$ cat src/hdl/btw_pkg.sv
`default_nettype none
package btw_pkg;

   localparam int TIME_W    = 48;
   localparam int EXT_W     = TIME_W + 1;
   localparam int ID_W      = 6;
   localparam int CFG_W     = 21;
   localparam int OP_W      = 2;
   localparam int ST_W      = 3;
   localparam int CSR_IDX_W = 2;

   localparam logic [OP_W-1:0] OP_INSERT = 2'd0;
   localparam logic [OP_W-1:0] OP_REMOVE = 2'd1;
   localparam logic [OP_W-1:0] OP_TICK   = 2'd2;

   localparam logic [ST_W-1:0] ST_INSERTED    = 3'd0;
   localparam logic [ST_W-1:0] ST_REMOVED     = 3'd1;
   localparam logic [ST_W-1:0] ST_NOT_ARMED   = 3'd2;
   localparam logic [ST_W-1:0] ST_FIRED       = 3'd3;
   localparam logic [ST_W-1:0] ST_NOTHING_DUE = 3'd4;
   localparam logic [ST_W-1:0] ST_TOO_FAR     = 3'd5;

   localparam logic [CSR_IDX_W-1:0] CSR_BUCKET_WIDTH = 2'd0;
   localparam logic [CSR_IDX_W-1:0] CSR_EARLY_WINDOW = 2'd1;

   localparam logic [CFG_W-1:0] BUCKET_WIDTH_RST = 21'd1000;
   localparam logic [CFG_W-1:0] EARLY_WINDOW_RST = 21'd500;

   typedef enum logic [1:0] {
      K_INSERT,
      K_REMOVE,
      K_TICK,
      K_NOP
   } kind_type;

   typedef struct packed {
      logic [OP_W-1:0]   opcode;
      logic [ID_W-1:0]   timer_id;
      logic [TIME_W-1:0] expiry_us;
      logic [TIME_W-1:0] latest_us;
      logic [TIME_W-1:0] now_us;
   } req_type;

   typedef struct packed {
      logic [ST_W-1:0]   status;
      logic [ID_W-1:0]   out_timer_id;
      logic [TIME_W-1:0] bucket_time_us;
      logic              last;
   } rsp_type;

   typedef struct packed {
      kind_type kind;
      logic     bad_id;
      logic     spread;
      req_type  req;
   } item_type;

endpackage
`default_nettype wire

$ cat src/hdl/btw_front.sv
`default_nettype none
module btw_front import btw_pkg::*; #(
   parameter int MAX_TIMERS = 64
) (
   input  wire logic     clock,
   input  wire logic     reset,
   input  wire logic     req_valid,
   output logic          req_ready,
   input  wire req_type  req_data,
   output logic          q_valid,
   output item_type      q_item,
   input  wire logic     q_pop
);

   item_type   cls;
   item_type   ent_ff [2];
   logic       wptr_ff;
   logic       rptr_ff;
   logic [1:0] cnt_ff;
   logic       push;

   // classify on the way in
   always_comb begin
      cls.req    = req_data;
      cls.bad_id = ({1'b0, req_data.timer_id} >= (ID_W+1)'(MAX_TIMERS));
      cls.spread = (req_data.latest_us != '0) && (req_data.latest_us > req_data.expiry_us);
      unique case (req_data.opcode)
         OP_INSERT: cls.kind = K_INSERT;
         OP_REMOVE: cls.kind = K_REMOVE;
         OP_TICK:   cls.kind = K_TICK;
         default:   cls.kind = K_NOP;
      endcase
   end

   assign req_ready = (cnt_ff != 2'd2);
   assign push      = req_valid && req_ready;
   assign q_valid   = (cnt_ff != 2'd0);
   assign q_item    = ent_ff[rptr_ff];

   always_ff @(posedge clock) begin
      if (push) begin
         ent_ff[wptr_ff] <= cls;
      end
   end

   always_ff @(posedge clock) begin
      if (reset) begin
         wptr_ff <= 1'b0;
         rptr_ff <= 1'b0;
         cnt_ff  <= 2'd0;
      end else begin
         if (push) begin
            wptr_ff <= ~wptr_ff;
         end
         if (q_pop) begin
            rptr_ff <= ~rptr_ff;
         end
         priority if (push && !q_pop) begin
            cnt_ff <= cnt_ff + 2'd1;
         end else if (!push && q_pop) begin
            cnt_ff <= cnt_ff - 2'd1;
         end
      end
   end

endmodule
`default_nettype wire

$ cat config.mk
export PLATFORM = sky130hd
export DESIGN_NAME = btw_front
export DESIGN_NICKNAME = d
export VERILOG_FILES = /design/src/hdl/btw_pkg.sv /design/src/hdl/btw_front.sv
export SDC_FILE = /design/constraint.sdc
export NUM_CORES = 1
export LEC_CHECK = 0
export BUFFER_PORTS_ARGS = -buffer_cell sky130_fd_sc_hd__buf_2
export CORE_ASPECT_RATIO = 0.75
export CORE_MARGIN = 10
export CORE_UTILIZATION = 57
export DETAILED_ROUTE_END_ITERATION = 10
export PLACE_DENSITY = 0.89
export SLEW_MARGIN = 30
export SYNTH_ARGS = -nofsm -noshare
export SYNTH_HDL_FRONTEND = slang
export SYNTH_SLANG_ARGS = --single-unit
$ cat constraint.sdc
create_clock -name clock -period 20.5 [get_ports clock]
set_input_delay 4.1 -clock clock [delete_from_list [all_inputs] [get_ports clock]]
set_output_delay 4.1 -clock clock [all_outputs]
set_load 0.005 [all_outputs]
==> summary.md, run 1 <==
| Metric | Value |
|---|---|
| Outcome | `finished, final reports clean` |
| Post-DP HPWL | `23.0 mm` |
| Part of the cycle the worst path needs | `32.7%` |
| Largest net degree at the start of global routing | `73` |
| Crit-path max FO | `72` |
| Peak VDD IR | `0.0993 mV` |
| Synth top area cells | `edfxtp_1 (73%), mux2_2 (14%), ha_1 (4.8%)` |
| GRT Overall Usage | `21.0%` |
| Family with the most delay on the worst path | `buffers and inverters` |
| Setup CP Type | `reg -> out` |
| I/O Buffers | `312` |
| Drt wl/cell | `23.5 µm` |
| Die width | `192 µm` |
| Sink Count | `315` |
| Clock root cell | `clkbuf_16` |
| Number of flops mapped to enable cells by yosys | `310` |
| DP Cell Count | `1286` |
| Synth Area in Adders | `4.84%` |
| Post-synthesis compound-gate area fraction | `1.85%` |
| Deepest clock path buffer count | `3` |
| Cell Pwr Density | `99.8 nW/µm²` |
| Mapped Area | `12700 µm²` |
| Met3 WL | `3.49 mm` |
| Final hold violation count | `0` |
| Worst Reg-to-Reg Cells | `4` |
| CTS buffer count | `29` |
| GP Congestion | `0.818` |
| Drt drc | `0` |
| Slowest CP cell | `buf_4` |
| WL met2 | `15.7 mm` |
| Flop2flop setup slack | `17.95 ns` |
| Yosys warning count | `0` |
| Leak pwr | `6.06 nW` |
| Tmin final | `6.71 ns` |
| Top-area cell type share of the netlist area | `73.4%` |
| Layout cells sized above 1 | `49.8%` |
| Die area | `28700 µm²` |
| Sequence of cells on the critical path | `buf_4, mux2_2, buf_2` |
| Switch share | `24.1%` |
| Area of the multi-input gates | `3000 µm²` |
| RSZ-0062 raised after global routing | `no` |
| Area Overhead vs Synth | `22.0%` |
| Via count | `7399` |
| Number of global-route vias before repair | `7854` |
| Clk Latency, worst-skew pair | `0.54 ns` |
| Die Height | `149 µm` |
| CTS H-tree depth | `1` |
| Dpl ws | `14.21 ns` |
| FF+latch count, synth | `315` |
| Post-Layout Cell Count | `1342` |
| Fin nets | `1229` |
| Proportion of synthesized area in mux cells | `13.8%` |
| Dominant cell type by area after synthesis | `edfxtp_1` |
| Detailed Routing Iterations Pass 1 | `4` |
| Net count after synthesis | `899` |
| Slowest stage delay, CP | `0.81 ns` |
| Launching point of the worst reg2reg path | `cnt_ff[0]$_SDFFE_PP0P_` |
| Hold Path Cell Cnt | `2` |
| Distinct cell type count of the synthesized netlist | `41` |
| Row count | `47` |
| Final Slew Violations | `0` |
| ANT nets after route | `0` |
| WP buf/inv | `2` |
| Worst r2r dst | `ent_ff[0][77]$_DFFE_PP_` |
| CTS tree | `built` |
| Worst clock skew | `0.00857 ns` |
| Setup_tns | `0 ns` |
| Most common cell in the synthesized netlist | `edfxtp_1` |
| Syn Area/Cell | `18.3 µm²` |
| CP startpoint kind | `register` |
| Post-Route WL | `31.5 mm` |
| Synth Area in XOR/XNOR | `0.276%` |
| Storage cell area | `9410 µm²` |
| Largest family of logic cells by synthesized area | `multiplexers` |
| Synth cell count leaders | `edfxtp_1 (310), mux2_2 (155), inv_1 (50)` |
| Combinational fraction of design power | `15.4%` |
| Number of I/O pins | `314` |
| Internal | `1.17 mW` |
| Slew HR | `35.0%` |
| Vias/cell | `5.51` |
| CP endpoint | `q_item[5]` |
| Hold buffer count at cts | `0` |
| CP arrival | `2.61 ns` |
| Final WS setup | `13.79 ns` |
| Fraction of the mapped netlist area in simple logic gates | `2.77%` |
| Async SR Flop Fraction | `0%` |
| Core area | `22000 µm²` |
| Post-CTS Setup Bufs | `0` |
| Top Layer Used | `met5` |
| Net Switching | `0.372 mW` |
| Filler cells | `1386` |
| Initial Utilization | `57.6%` |
| WP data required | `16.40 ns` |
| M1 WL | `11.8 mm` |
| Synth Flop Type | `edfxtp_1` |
| Crit end category | `output pin` |
| Actual slew at the worst max-slew pin | `0.975 ns` |
| Max Freq | `149 MHz` |
| Levels on crit path | `3` |
| First-pass GRT wire length | `46.1 mm` |
| Sequential power share | `52.8%` |
| Clock power share | `31.8%` |
| # resized after CTS | `0` |
| Antenna violations before repair | `4` |
| Grt ovf | `0` |
| Initial DRC count | `463` |
| Post-synthesis sequential area ratio | `74.2%` |
| Fin util | `70.3%` |
| Final setup vio count | `0` |
| Tightest Hold Check Type | `reg -> reg` |
| Max cap viols | `0` |
| Clk slew on worst S/H paths | `0.06 ns` |
| Syn Inst Count | `694` |
-- flip-flops by register name, summed over array words and instances, names as in the netlist, named ones only --
signal   flops
ent_ff     310
cnt_ff       2
wptr_ff      1
rptr_ff      1
-- cell usage in the layout, fill, tap and decap left out, types with 2 or more instances in the layout --
| master | count |
|---|---|
| a211oi_1 | 2 |
| a21o_1 | 4 |
| a21oi_1 | 18 |
| a221oi_1 | 2 |
| buf_2 | 312 |
| buf_4 | 5 |
| clkbuf_1 | 9 |
| clkbuf_16 | 29 |
| clkinv_1 | 6 |
| clkinv_2 | 4 |
| dfxtp_1 | 4 |
| diode_2 | 3 |
| edfxtp_1 | 310 |
| ha_1 | 49 |
| inv_1 | 50 |
| inv_6 | 2 |
| mux2_2 | 155 |
| nand2_1 | 13 |
| nand3_1 | 5 |
| nand4_1 | 9 |
| nor2_1 | 6 |
| nor2b_1 | 2 |
| nor4_1 | 12 |
| o21ai_0 | 5 |
| or3_1 | 2 |
| xor2_1 | 3 |
-- power by group through the flow --
stage / Sequential (mW) / Clock (mW) / Combinational (mW)
2_1_floorplan: 0.836 / 0 / 0.123
3_3_place_gp: 0.823 / 0 / 0.231
3_5_place_dp: 0.829 / 0 / 0.236
4_1_cts: 0.817 / 0.500 / 0.239
5_1_grt: 0.821 / 0.524 / 0.259
6_report: 0.815 / 0.492 / 0.237
-- worst min-delay path by stage --
stage                      startpoint                endpoint
3_3_place_gp   cnt_ff[1]$_SDFFE_PP0P_  cnt_ff[1]$_SDFFE_PP0P_
3_5_place_dp   cnt_ff[1]$_SDFFE_PP0P_  cnt_ff[1]$_SDFFE_PP0P_
2_1_floorplan  cnt_ff[1]$_SDFFE_PP0P_  cnt_ff[1]$_SDFFE_PP0P_
5_1_grt        cnt_ff[1]$_SDFFE_PP0P_  cnt_ff[1]$_SDFFE_PP0P_
6_report       cnt_ff[1]$_SDFFE_PP0P_  cnt_ff[1]$_SDFFE_PP0P_
4_1_cts        cnt_ff[1]$_SDFFE_PP0P_  cnt_ff[1]$_SDFFE_PP0P_
-- layer usage --
| layer | GRT usage (%) | up-vias |
|---|---|---|
| met2 | 36.0 | 353 |
| met5 | 0 | - |
| li1 | - | 3359 |
| met3 | 6.78 | 51 |
| met1 | 25.6 | 3630 |
| met4 | 4.18 | 6 |
-- worst register-to-register path, cell delays in order, from the launching register on --
cell	delay, ns
dfxtp_1	0.40
nand2b_1	0.19
nand2_1	0.17
nor2_4	0.63
buf_4	0.76
-- logic make-up (layout without fill, tap and decap cells) --
kind of cell / Yosys count / count (layout)
AOI/OAI and AO/OA: 38 / 38
xor gates and xnor gates: 4 / 4
adders and majority gates: 49 / 49
buffers and inverters: 70 / 421
DFF: 315 / 315
muxes: 155 / 155
other: 1 / 4
and+or+nand+nor: 62 / 62
-- layout make-up --
class | instances | area share [%]
repair buffers | 319 | 10.6
clock inverters | 14 | 0.631
diodes | 3 | 0.0485
well taps | 294 | 2.38
flip-flops and latches | 315 | 60.9
clock buffers | 38 | 4.91
multi-input cells | 309 | 19.4
inverters | 50 | 1.21
-- stage by stage --
step / hold WS [ns] / area, µm² / power, mW
after global routing: 0.573 / 15500 / 1.60
after global placement: 0.483 / 14600 / 1.05
after CTS: 0.530 / 15400 / 1.56
after detailed placement: 0.517 / 14600 / 1.07
final: 0.539 / 15500 / 1.54
after floorplan: 0.461 / 12700 / 0.959
(Power assumes the default switching activity.)
==> inputs of run 2 (changes only) <==
Settings changed: ABC_AREA from default to 1, CORE_UTILIZATION 57 to 53, PLACE_DENSITY 0.89 to 0.83.
Clock period 20.5 ns to 6.2 ns, I/O delays scaled along.
==> run 2 against run 1 <==
Critical path depth did not move. Routed wire length fell by 2.9%. Cell area rose by 2.2%. Largest cell class unchanged. Combinational power rose to 2.7 times the previous value. Global-route usage fell by 1.9 points. Sequential share of layout area fell by 1.3 points.
==> summary.md, run 2 <==
| Metric | Value |
|---|---|
| Detailed Routing Iterations Pass 1 | `5 (was 4)` |
| Commonest non-fill, non-tap cell in the layout | `buf_2 (unchanged)` |
| CP startpoint kind | `register (unchanged)` |
| Number of I/O pins | `314 (unchanged)` |
| Post-Route WL | `30.6 mm (was 31.5 mm)` |
| Synth top area cells | `edfxtp_1 (73%), mux2_2 (14%), ha_1 (4.8%) (unchanged)` |
| Min Hold Slack | `0.493 ns (was 0.539 ns)` |
| # resized after CTS | `0 (unchanged)` |
| Most common cell in the synthesized netlist | `edfxtp_1 (unchanged)` |
| Final Slew Violations | `0 (unchanged)` |
| Row count | `49 (was 47)` |
| Register with the most flip-flops | `ent_ff (unchanged)` |
| Peak VDD IR | `0.239 mV (was 0.0993 mV)` |
| Syn Area/Cell | `16.9 µm² (was 18.3 µm²)` |
| Actual slew at the worst max-slew pin | `0.859 ns (was 0.975 ns)` |
| Crit-path max FO | `39 (was 72)` |
| Proportion of synthesized area in mux cells | `13.6% (was 13.8%)` |
| Worst clock skew | `0.0130 ns (was 0.00857 ns)` |
| Clock root cell | `clkbuf_16 (unchanged)` |
| Yosys warning count | `0 (unchanged)` |
| Worst Min Path Start | `cnt_ff[0]$_SDFFE_PP0P_ (was cnt_ff[1]$_SDFFE_PP0P_)` |
| Post-synthesis sequential area ratio | `73.3% (was 74.2%)` |
| Setup CP Type | `reg -> out (unchanged)` |
| Largest net degree at the start of global routing | `96 (was 73)` |
| Mapped Area | `12800 µm² (was 12700 µm²)` |
| Slew HR | `42.7% (was 35.0%)` |
| Post-CTS Setup Bufs | `0 (unchanged)` |
| Launching point of the worst reg2reg path | `cnt_ff[0]$_SDFFE_PP0P_ (unchanged)` |
| Layout cells sized above 1 | `47.4% (was 49.8%)` |
| RSZ-0062 raised after global routing | `no (unchanged)` |
| Tightest Hold Check Type | `reg -> reg (unchanged)` |
| Clk Latency, worst-skew pair | `0.55 ns (was 0.54 ns)` |
| Fin nets | `1297 (was 1229)` |
| Max Freq | `280 MHz` |
| Cell Pwr Density | `322 nW/µm² (was 99.8 nW/µm²)` |
| Sink Count | `315 (unchanged)` |
| Hold Path Cell Cnt | `2 (unchanged)` |
| Worst Reg-to-Reg Cells | `6 (was 4)` |
| Vias/cell | `5.28 (was 5.51)` |
| CTS buffer count | `31 (was 29)` |
| GP Congestion | `0.804 (was 0.818)` |
| Largest family of logic cells by synthesized area | `multiplexers (unchanged)` |
| Via count | `7536 (was 7399)` |
| Die width | `200 µm (was 192 µm)` |
| ANT nets after route | `0 (unchanged)` |
| Final hold violation count | `0 (unchanged)` |
| Leak pwr | `6.31 nW (was 6.06 nW)` |
| Number of global-route vias before repair | `7898 (was 7854)` |
| Slowest stage delay, CP | `0.66 ns (was 0.81 ns)` |
| Net count after synthesis | `964 (was 899)` |
| Tmin final | `3.57 ns` |
| Deepest clock path buffer count | `3 (unchanged)` |
| Filler cells | `1661 (was 1386)` |
| Fraction of the mapped netlist area in simple logic gates | `3.99% (was 2.77%)` |
| Die Height | `155 µm (was 149 µm)` |
| Async SR Flop Fraction | `0% (unchanged)` |
| Part of the cycle the worst path needs | `57.5%` |
| CP arrival | `2.33 ns (was 2.61 ns)` |
| Hold buffer count at cts | `0 (unchanged)` |
| Initial DRC count | `340 (was 463)` |
| Crit end category | `output pin (unchanged)` |
| CTS H-tree depth | `1 (unchanged)` |
| GRT Overall Usage | `19.0% (was 21.0%)` |
| Distinct cell type count of the synthesized netlist | `28 (was 41)` |
| First-pass GRT wire length | `45.6 mm (was 46.1 mm)` |
| WP data required | `4.96 ns (was 16.40 ns)` |
| Drt wl/cell | `21.4 µm (was 23.5 µm)` |
| Die area | `30900 µm² (was 28700 µm²)` |
| Outcome | `finished, final reports clean (unchanged)` |
| Family with the most delay on the worst path | `buffers and inverters (unchanged)` |
| WP buf/inv | `2 (unchanged)` |
| Number of flops mapped to enable cells by yosys | `310 (unchanged)` |
| Post-synthesis compound-gate area fraction | `1.42% (was 1.85%)` |
| Slowest CP cell | `dfxtp_4 (was buf_4)` |
| Antenna violations before repair | `6 (was 4)` |
| Drt drc | `0 (unchanged)` |
| Worst r2r dst | `ent_ff[0][9]$_DFFE_PP_ (was ent_ff[0][77]$_DFFE_PP_)` |
| FF+latch count, synth | `315 (unchanged)` |
| Hold Path End | `cnt_ff[0]$_SDFFE_PP0P_ (was cnt_ff[1]$_SDFFE_PP0P_)` |
| Post-DP HPWL | `22.1 mm (was 23.0 mm)` |
| Final setup vio count | `0 (unchanged)` |
| Dominant cell type by area after synthesis | `edfxtp_1 (unchanged)` |
| Core area | `23900 µm² (was 22000 µm²)` |
| Syn Inst Count | `759 (was 694)` |
| Most frequent cells in the layout | `buf_2 (312), edfxtp_1 (310), mux2_2 (155), inv_1 (65), nand2_1 (59) (was buf_2 (312), edfxtp_1 (310), mux2_2 (155), inv_1 (50), ha_1 (49))` |
| Sequence of cells on the critical path | `buf_4, mux2_2, buf_2 (unchanged)` |
| Grt ovf | `0 (unchanged)` |
| CTS tree | `built (unchanged)` |
| Max cap viols | `0 (unchanged)` |
| Synth Area in Adders | `4.78% (was 4.84%)` |
| Number of flip-flops in the largest register | `310 (unchanged)` |
| Setup_tns | `0 ns (unchanged)` |
| I/O Buffers | `312 (unchanged)` |
| Top-area cell type share of the netlist area | `72.6% (was 73.4%)` |
| Regs by FF count | `ent_ff: 310 flops, cnt_ff: 2 flops (unchanged)` |
| Clk slew on worst S/H paths | `0.05 ns (was 0.06 ns)` |
| Area Overhead vs Synth | `23.1% (was 22.0%)` |
| Synth Flop Type | `edfxtp_1 (unchanged)` |
| Flop2flop setup slack | `3.82 ns (was 17.95 ns)` |
| Synth Area in XOR/XNOR | `0.0683% (was 0.276%)` |
| Initial Utilization | `53.7% (was 57.6%)` |
| Synth cell count leaders | `edfxtp_1 (310), mux2_2 (155), inv_1 (65) (was edfxtp_1 (310), mux2_2 (155), inv_1 (50))` |
## run 2: through the flow
stage	utilization (%)	total power [mW]	setup WS [ns]	cell area (µm²)	instances
after floorplan	-	2.98	0.364	12800	759
after global placement	61.7	3.27	2.68	14800	1364
after detailed placement	61.8	3.30	2.92	14800	1365
after CTS	66.0	5.14	2.57	15800	1423
after global routing	66.0	5.29	2.51	15800	1423
final	66.1	5.08	2.63	15800	1428
## run 2: final cells by class
| class | count | area (µm²) | share of cell area (%) |
|---|---|---|---|
| Multi-Input combinational cell | 356 | 3080 | 19.5 |
| Timing Repair Buffer | 320 | 1650 | 10.5 |
| Antenna cell | 5 | 12.5 | 0.0792 |
| Inverter | 68 | 255 | 1.62 |
| Tap cell | 306 | 383 | 2.42 |
| Clock buffer | 46 | 862 | 5.46 |
| Clock inverter | 12 | 139 | 0.879 |
| Sequential cell | 315 | 9410 | 59.6 |
## run 2: where the power goes
part / switching [mW] / internal [mW] / leakage (nW)
clock: 0.757 / 1.08 / 0.488
sequential: 0.0496 / 2.54 / 2.93
combinational: 0.355 / 0.295 / 2.89
total: 1.16 / 3.92 / 6.31
## run 2: tightest hold or removal path, stage by stage (launching register included)
cell and delay [ns]:
dfxtp_1 0.30, inv_2 0.08, a21oi_1 0.07
## run 2: layer usage
layer / GRT usage (%) / part of all wire [%]
met1: 24.3 / 41
met2: 31.3 / 47
met4: 4.03 / 1.9
met3: 6.05 / 9.4
met5: 0 / 0.13
## run 2: how the worst max path moves through the flow
| stage | startpoint | endpoint | slack [ns] | cells past startpoint |
|---|---|---|---|---|
| floorplan | req_valid | ent_ff[1][0]$_DFFE_PP_ | 0.36 | 2 |
| global placement | register | q_item[94] | 2.68 | 3 |
| detailed placement | req_valid | ent_ff[0][52]$_DFFE_PP_ | 2.92 | 5 |
| CTS | register | q_item[65] | 2.57 | 3 |
| global route | register | q_item[73] | 2.51 | 3 |
| finish | register | q_item[73] | 2.63 | 3 |
## run 2: cells by family (layout without fill, tap and decap cells)
family                     after synthesis  after routing
adders and majority gates               49             49
buffers and inverters                   88            446
and+or+nand+nor                        117            117
DFF                                    315            315
AOI/OAI and AO/OA                       33             33
muxes                                  155            155
xor gates and xnor gates                 1              1
other                                    1              6
